==> src/sv/grid_path_one_wall_break_unit_defines.svh <==
// Assertion macros shared by the grid path search block.
`ifndef GRID_PATH_ONE_WALL_BREAK_UNIT_DEFINES_SVH
`define GRID_PATH_ONE_WALL_BREAK_UNIT_DEFINES_SVH

// The property must hold at every clock edge outside reset.
`define GPOWB_ASSERT_HOLDS(lbl, prop, msg) \
  lbl: assert property (@(posedge clk) disable iff (rst) prop) else $error(msg);

// The condition must never be seen outside reset.
`define GPOWB_ASSERT_NEVER(lbl, cond, msg) \
  lbl: assert property (@(posedge clk) disable iff (rst) !(cond)) else $error(msg);

`endif

==> src/sv/gpowb_pkg.sv <==
// Package with the types, codes and constants of the grid path search block.
`timescale 1ns / 1ps
package gpowb_pkg;

  localparam int MAX_ROWS_DEF = 64;
  localparam int MAX_COLS_DEF = 64;
  localparam int DIST_W = 14;
  localparam logic [DIST_W-1:0] UNREACHED = 14'h3FFF;

  localparam logic [1:0] KIND_OPEN = 2'd0;
  localparam logic [1:0] KIND_WALL = 2'd1;

  typedef enum logic [2:0] {
    REG_ROW_COUNT,
    REG_COL_COUNT,
    REG_START_ROW,
    REG_START_COL,
    REG_GOAL_ROW,
    REG_GOAL_COL
  } reg_idx_t;

  typedef enum logic [1:0] {
    DIR_UP,
    DIR_LEFT,
    DIR_DOWN,
    DIR_RIGHT
  } dir_t;

  typedef enum logic [1:0] {
    RD_POP,
    RD_NBR,
    RD_JMP
  } rd_sel_t;

  typedef enum logic [4:0] {
    S_IDLE,
    S_CHECK,
    S_CLEAR,
    S_SEED,
    S_LEVEL,
    S_POP,
    S_POPW,
    S_STALE,
    S_DIR,
    S_NRD,
    S_NKIND,
    S_R1RD,
    S_R1WR,
    S_JCHK,
    S_WRD,
    S_WKIND,
    S_R2RD,
    S_R2WR,
    S_NEXT,
    S_DONE
  } state_t;

  typedef struct packed {
    logic [1:0] cell_kind;
    logic       last_cell;
  } item_t;

  typedef struct packed {
    logic              found;
    logic [DIST_W-1:0] distance;
  } result_t;

  typedef struct packed {
    logic    load;
    logic    init;
    logic    clr_wr;
    logic    seed;
    logic    pop;
    logic    dir_first;
    logic    dir_next;
    logic    addr_nbr;
    logic    addr_jmp;
    logic    kind_latch;
    logic    rlx_wr;
    logic    tgt_jmp;
    logic    hit;
    logic    next_level;
    logic    finish;
    rd_sel_t rd_sel;
  } cmd_t;

  typedef struct packed {
    logic out_range;
    logic scan_last;
    logic all_empty;
    logic k_lt_len;
    logic d_last;
    logic stale;
    logic at_goal;
    logic nbr_ok;
    logic jmp_ok;
    logic kind_open;
    logic nkind_wall;
    logic dir_last;
  } sts_t;

endpackage

==> src/sv/gpowb_ctrl.sv <==
// Controller state machine that sequences loading and the two-layer bucket search.
`timescale 1ns / 1ps
`include "grid_path_one_wall_break_unit_defines.svh"
module gpowb_ctrl (
  input  logic            clk,
  input  logic            rst,
  input  logic            start,
  input  logic            last_cell,
  input  gpowb_pkg::sts_t sts,
  output gpowb_pkg::cmd_t cmd,
  output logic            busy,
  output logic            done
);

  gpowb_pkg::state_t state, state_next;

  always_ff @(posedge clk) begin
    if (rst) begin
      state <= gpowb_pkg::S_IDLE;
    end else begin
      state <= state_next;
    end
  end

  always_comb begin
    state_next = state;
    unique case (state)
      gpowb_pkg::S_IDLE:  if (start && last_cell) state_next = gpowb_pkg::S_CHECK;
      gpowb_pkg::S_CHECK: state_next = sts.out_range ? gpowb_pkg::S_DONE : gpowb_pkg::S_CLEAR;
      gpowb_pkg::S_CLEAR: if (sts.scan_last) state_next = gpowb_pkg::S_SEED;
      gpowb_pkg::S_SEED:  state_next = gpowb_pkg::S_LEVEL;
      gpowb_pkg::S_LEVEL: begin
        if (sts.all_empty) begin
          state_next = gpowb_pkg::S_DONE;
        end else if (sts.k_lt_len) begin
          state_next = gpowb_pkg::S_POP;
        end else if (sts.d_last) begin
          state_next = gpowb_pkg::S_DONE;
        end
      end
      gpowb_pkg::S_POP:   state_next = gpowb_pkg::S_POPW;
      gpowb_pkg::S_POPW:  state_next = gpowb_pkg::S_STALE;
      gpowb_pkg::S_STALE: begin
        if (sts.stale) begin
          state_next = gpowb_pkg::S_LEVEL;
        end else if (sts.at_goal) begin
          state_next = gpowb_pkg::S_DONE;
        end else begin
          state_next = gpowb_pkg::S_DIR;
        end
      end
      gpowb_pkg::S_DIR:   state_next = sts.nbr_ok ? gpowb_pkg::S_NRD : gpowb_pkg::S_NEXT;
      gpowb_pkg::S_NRD:   state_next = gpowb_pkg::S_NKIND;
      gpowb_pkg::S_NKIND: state_next = sts.kind_open ? gpowb_pkg::S_R1RD : gpowb_pkg::S_JCHK;
      gpowb_pkg::S_R1RD:  state_next = gpowb_pkg::S_R1WR;
      gpowb_pkg::S_R1WR:  state_next = gpowb_pkg::S_JCHK;
      gpowb_pkg::S_JCHK: begin
        state_next = (sts.jmp_ok && sts.nkind_wall) ? gpowb_pkg::S_WRD : gpowb_pkg::S_NEXT;
      end
      gpowb_pkg::S_WRD:   state_next = gpowb_pkg::S_WKIND;
      gpowb_pkg::S_WKIND: state_next = sts.kind_open ? gpowb_pkg::S_R2RD : gpowb_pkg::S_NEXT;
      gpowb_pkg::S_R2RD:  state_next = gpowb_pkg::S_R2WR;
      gpowb_pkg::S_R2WR:  state_next = gpowb_pkg::S_NEXT;
      gpowb_pkg::S_NEXT:  state_next = sts.dir_last ? gpowb_pkg::S_LEVEL : gpowb_pkg::S_DIR;
      gpowb_pkg::S_DONE:  state_next = gpowb_pkg::S_IDLE;
      default:            state_next = gpowb_pkg::S_IDLE;
    endcase
  end

  always_comb begin
    cmd = '0;
    cmd.rd_sel = gpowb_pkg::RD_POP;
    busy = 1'b1;
    done = 1'b0;
    unique case (state)
      gpowb_pkg::S_IDLE: begin
        busy = 1'b0;
        cmd.load = start;
      end
      gpowb_pkg::S_CHECK: cmd.init = 1'b1;
      gpowb_pkg::S_CLEAR: cmd.clr_wr = 1'b1;
      gpowb_pkg::S_SEED:  cmd.seed = 1'b1;
      gpowb_pkg::S_LEVEL: begin
        cmd.next_level = !sts.all_empty && !sts.k_lt_len && !sts.d_last;
      end
      gpowb_pkg::S_POP:   cmd.rd_sel = gpowb_pkg::RD_POP;
      gpowb_pkg::S_POPW:  cmd.pop = 1'b1;
      gpowb_pkg::S_STALE: begin
        cmd.hit = !sts.stale && sts.at_goal;
        cmd.dir_first = !sts.stale && !sts.at_goal;
      end
      gpowb_pkg::S_DIR:   cmd.addr_nbr = sts.nbr_ok;
      gpowb_pkg::S_NRD:   cmd.rd_sel = gpowb_pkg::RD_POP;
      gpowb_pkg::S_NKIND: cmd.kind_latch = 1'b1;
      gpowb_pkg::S_R1RD:  cmd.rd_sel = gpowb_pkg::RD_NBR;
      gpowb_pkg::S_R1WR: begin
        cmd.rd_sel = gpowb_pkg::RD_NBR;
        cmd.rlx_wr = 1'b1;
      end
      gpowb_pkg::S_JCHK:  cmd.addr_jmp = sts.jmp_ok && sts.nkind_wall;
      gpowb_pkg::S_WRD:   cmd.rd_sel = gpowb_pkg::RD_POP;
      gpowb_pkg::S_WKIND: cmd.rd_sel = gpowb_pkg::RD_POP;
      gpowb_pkg::S_R2RD: begin
        cmd.rd_sel = gpowb_pkg::RD_JMP;
        cmd.tgt_jmp = 1'b1;
      end
      gpowb_pkg::S_R2WR: begin
        cmd.rd_sel = gpowb_pkg::RD_JMP;
        cmd.tgt_jmp = 1'b1;
        cmd.rlx_wr = 1'b1;
      end
      gpowb_pkg::S_NEXT:  cmd.dir_next = !sts.dir_last;
      gpowb_pkg::S_DONE: begin
        done = 1'b1;
        cmd.finish = 1'b1;
      end
      default:            busy = 1'b1;
    endcase
  end

  `GPOWB_ASSERT_HOLDS(a_done_then_idle, done |=> !busy, "Block still busy after its result word.")
  `GPOWB_ASSERT_HOLDS(a_last_starts, (start && !busy && last_cell) |=> busy, "Last cell did not start a search.")
  `GPOWB_ASSERT_HOLDS(a_stale_after_pop, (state == gpowb_pkg::S_STALE) |-> $past(state == gpowb_pkg::S_POPW), "Distance check without a preceding pop.")
  `GPOWB_ASSERT_NEVER(a_relax_and_seed, cmd.rlx_wr && (cmd.seed || cmd.clr_wr), "Relaxation overlaps seeding or clearing.")

endmodule

==> config.mk <==
export PLATFORM = sky130hd
export DESIGN_NAME = gpowb_ctrl
export DESIGN_NICKNAME = d
export VERILOG_FILES = /design/src/sv/gpowb_pkg.sv /design/src/sv/gpowb_ctrl.sv
export VERILOG_INCLUDE_DIRS = /design/src /design/src/sv
export SDC_FILE = /design/constraint.sdc
export NUM_CORES = 1
export LEC_CHECK = 0
export BUFFER_PORTS_ARGS = -buffer_cell sky130_fd_sc_hd__buf_2
export CORE_ASPECT_RATIO = 1.5
export CORE_UTILIZATION = 35
export CTS_BUF_LIST = sky130_fd_sc_hd__clkbuf_4 sky130_fd_sc_hd__clkbuf_8
export CTS_CLUSTER_DIAMETER = 50
export DETAILED_ROUTE_END_ITERATION = 12
export GPL_ROUTABILITY_DRIVEN = 0
export SLEW_MARGIN = 20
export SYNTH_ARGS = -nofsm -noshare
export SYNTH_HDL_FRONTEND = slang
export SYNTH_SLANG_ARGS = --single-unit
export TNS_END_PERCENT = 10
==> constraint.sdc <==
create_clock -name clk -period 3 [get_ports clk]
set_clock_uncertainty 0.2 [all_clocks]
set_input_delay 0.15 -clock clk [delete_from_list [all_inputs] [get_ports clk]]
set_output_delay 0.15 -clock clk [all_outputs]
set_load 0.03 [all_outputs]
# Word level (Yosys, flattened, before mapping)
# Cells that the tools add are included.
totals:
  reg_bits: 5
  word_cells: 71
op_classes:
  n_eq_ne: 22
  muxes: 31
  reduce_logical: 17
op_table:
  columns: ["operator", "n"]
  rows:
  - ["$pmux 5 s19", 1]
  - ["$mux 5", 10]
  - ["$eq 5x4->1 const B", 8]
  - ["$eq 5x3->1 const B", 4]
  - ["$eq 5x5->1 const B", 4]
  - ["$mux 1", 16]
  - ["$eq 5x2->1 const B", 2]
  - ["$logic_and 1x1->1", 6]
  - ["$logic_not 1->1", 6]
  - ["$reduce_or 2->1", 3]
  - ["$eq 5x1->1 const B", 1]
  - ["$logic_not 5->1", 1]
  - ["$mux 4", 1]
  - ["$ne 2x2->1 const B", 2]
  - ["$ne 4x4->1 const B", 1]
  - ["$pmux 2 s2", 1]
  - ["$mux 3", 1]
  - ["$reduce_and 3->1", 1]
  - ["$mux 2", 1]

# Depth between registers and ports, before layout
logic_depth:
  word_depth: 4
  ltp_mapped: 6

# Least setup slack after synthesis
# No wires, ideal clock.
synth_path:
  kind: "register to output"
  startpoint: "reg state[4]"
  endpoint: "out cmd[10] in the netlist's numbering"
  arrival_ns: 1.653
  slack_ns: 0.997
  stages_incl_launch_ff: 4
  n_path_buf: 1
  cell_sequence: "dfxtp_1 -> buf_2 -> nand2b_1 -> nor4_1"
synth_lines:
  columns: ["element", "line", "rtl"]
  rows:
  - ["start, declared", "gpowb_ctrl.sv:15", "gpowb_pkg::state_t state, state_next;"]
  - ["start signal, assigned", "gpowb_ctrl.sv:19", "state <= gpowb_pkg::S_IDLE;"]
  - ["start signal, assigned", "gpowb_ctrl.sv:21", "state <= state_next;"]
  - ["end, declared", "gpowb_ctrl.sv:10", "output gpowb_pkg::cmd_t cmd,"]

==> reports/qor.yml <==
yosysTopAreaCell: "dfxtp_1"
max_stage_delay_ps: 730
power.leakage_uw: 0.0004164
reg.largest.list: "state (5)"
synth-main-ff-cell: "dfxtp_1"
rsz0062_at_grt: "no"
die_w_um: 38.57
synth.area.top_cells: "dfxtp_1 (14%), nor3_1 (10%), buf_6 (9.6%)"
setup_viol: 0
hold_viol_final: 0
drv_cap: 0
vias: 871
area_growth_pct: 22.46
synthCells: 101
reg2reg_setup_slack_ps: 1040
antenna_found_initial: 0
synth_top_area_share_pct: 14.26
ir_drop_v: 0.0001653
tightest_slew_ps: 658.9
routedWlPerCell_um: 13.43
avgSynthCellArea_um2: 6.950
yosys_register_bits: 5
cp-endpoint: "cmd[0]"
cts_resized: 0
drive_gt1_share_pct: 32.06
grt_max_degree: 23
grtUsageTotal_pct: 19.42
min_path_cells: 2
period_minus_slack_ps: 2222
globalRoute.totalOverflow: 0
path_depth: 5
yosysSeqAreaShare_pct: 14.26
reg2regPathDepth: 4
min-delay-path-class: "input pin to flip-flop"
post-route-period-util_pct: 74.08
clkLatencyLatePin_ps: 250
crit_slowest_cell: "dfxtp_1"
post_cts_buffers: 0
r2r-start: "state[2]"
ctsHtreeMaxLevel: 1
yosysWarningCount: 0
avgViaCountPerCell: 5.730
grt_pass1_vias: 734
outcome: "complete, no violations"
end_kind: "output port"
cts_tree: "built"
setup_tns_ps: 0
clkSlewWorstSetupHoldPaths_ps: 40
clkSinkCount: 5
cts_buffer_depth: 2
postSynthNetCount: 117
crit_fanout: 22
synth_area_um2: 701.9
cp.buffers_inverters: 1
required_ps: 2650
grt_first_pass_wirelength_um: 3125
r2r-end: "state[1]"
largest_reg_flops: 5
cts-root-buf: "clkbuf_4"
drt-initial-drc-count: 21
largest-register: "state"
wl_um: 2041
cp.arrival_ps: 1870
cts_buffers: 3
first_pass_iters: 4
cp-startpoint: "state[2]"
start_util_pct: 37.85
power_density_mw_per_mm2: 255.8
core_mm2: 0.001854
die_h_um: 56.85
slew_violations: 0
crit_chain: "nand2b_2 -> or2_1 -> a21boi_0 -> nor2_1 -> buf_2"
start_kind: "flip-flop"
relSlewSlack_pct: 56.01
fin_nets: 148
antenna_cells: 0
drc: 0
synth-edff-count: 0
p_total_uw: 219.8
async_reset_ff_share_pct: 0
synthDistinctLibCells: 38
critical_path_class: "flip-flop to output port"
row_count: 19
port_buffers: 34
hpwlAfterDp_um: 1531
max_freq_mhz: 450.0
die_area_mm2: 0.002192
drtAntennaViolNets: 0
critical_path.top_delay_family: "flip-flops"
boundaryPins: 35
## metrics by stage
stage / setup slack, ps / util, % / instance area [µm²] / hold slack, ps / cells
global route: 674.1 / 46.36 / 859.6 / 85.94 / 152
global placement: 1064 / 43.66 / 809.5 / 235.8 / 146
floorplan: 996.7 / - / 701.9 / 85.13 / 101
CTS: 785.8 / 46.36 / 859.6 / 70.59 / 152
finish: 777.6 / 46.36 / 859.6 / 82.67 / 152
detailed placement: 1054 / 43.66 / 809.5 / 233.5 / 146
## synth_stat cells (2+ instances only)
cell type  number
a211o_1         2
nor4_1          4
a21oi_1         4
nor2_1         10
buf_2           2
nor3_1         14
o21ai_1         2
nand2b_1        6
a2111oi_0       2
inv_1           4
o21ai_0         4
and3_1          4
nand2_1         4
nand3_1         4
dfxtp_1         5
nor3b_1         2
buf_6           6
nor2b_1         2
## worst min-delay path by stage
| stage | to | startpoint | slack, ps |
|---|---|---|---|
| 6_report | state[3] | rst | 80 |
| 5_1_grt | state[3] | rst | 90 |
| 4_1_cts | state[3] | rst | 70 |
| 3_5_place_dp | state[3] | sts[5] | 230 |
| 3_3_place_gp | state[3] | sts[5] | 240 |
| 2_1_floorplan | state[3] | sts[5] | 90 |
## cell usage in the layout (no fill, tap or decap), types with 2 or more instances in the layout
master / count
nor4_1: 4
nor2b_1: 2
nand2_1: 4
dfxtp_1: 5
nor3_1: 14
a2111oi_0: 2
o21ai_0: 4
inv_1: 4
nor3b_1: 2
clkbuf_4: 4
nand2b_1: 6
dlygate4sd3_1: 2
buf_2: 34
a211o_1: 2
and3_1: 4
nand3_1: 4
a21oi_1: 4
nor2_1: 10
o21ai_1: 2
## logic make-up after synthesis
family          Yosys count  synth area share [%]
compound gates           22                 21.75
buf+inv                  14                 14.79
flops                     5                 14.26
simple gates             60                 49.20
## worst register-to-register path, delay by kind of cell, from the launching register on
family	cells	cell delay (ps)
DFF	1	730
AOI/OAI and AO/OA	2	720
and+or+nand+nor	2	240
## per-layer routing
layer	GRT usage, %	routed length [µm]
met4	8.867	40
met3	1.186	108
met5	0	0
met2	33.81	1067
met1	22.68	825
## where the power goes
part	switching (µW)	leakage, µW	internal (µW)	total (µW)
sequential	7.56	0.0000404	68.4	75.9
clock	28.9	0.0000184	59.4	88.3
combinational	32.1	0.000358	23.5	55.6
## cell type report
cell class | count | area, µm²
Multi-Input combinational cell | 82 | 498.0
Fill cell | 198 | 994.7
Sequential cell | 5 | 100.1
Clock buffer | 4 | 30.03
Inverter | 4 | 15.01
Timing Repair Buffer | 36 | 190.2
Tap cell | 21 | 26.28
## repair_timing
action	CTS	global route
endpoints found under the setup margin	0	0
hold endpoints to repair	2	0
hold buffers	2	0
Power figures use the tool's default switching activity.
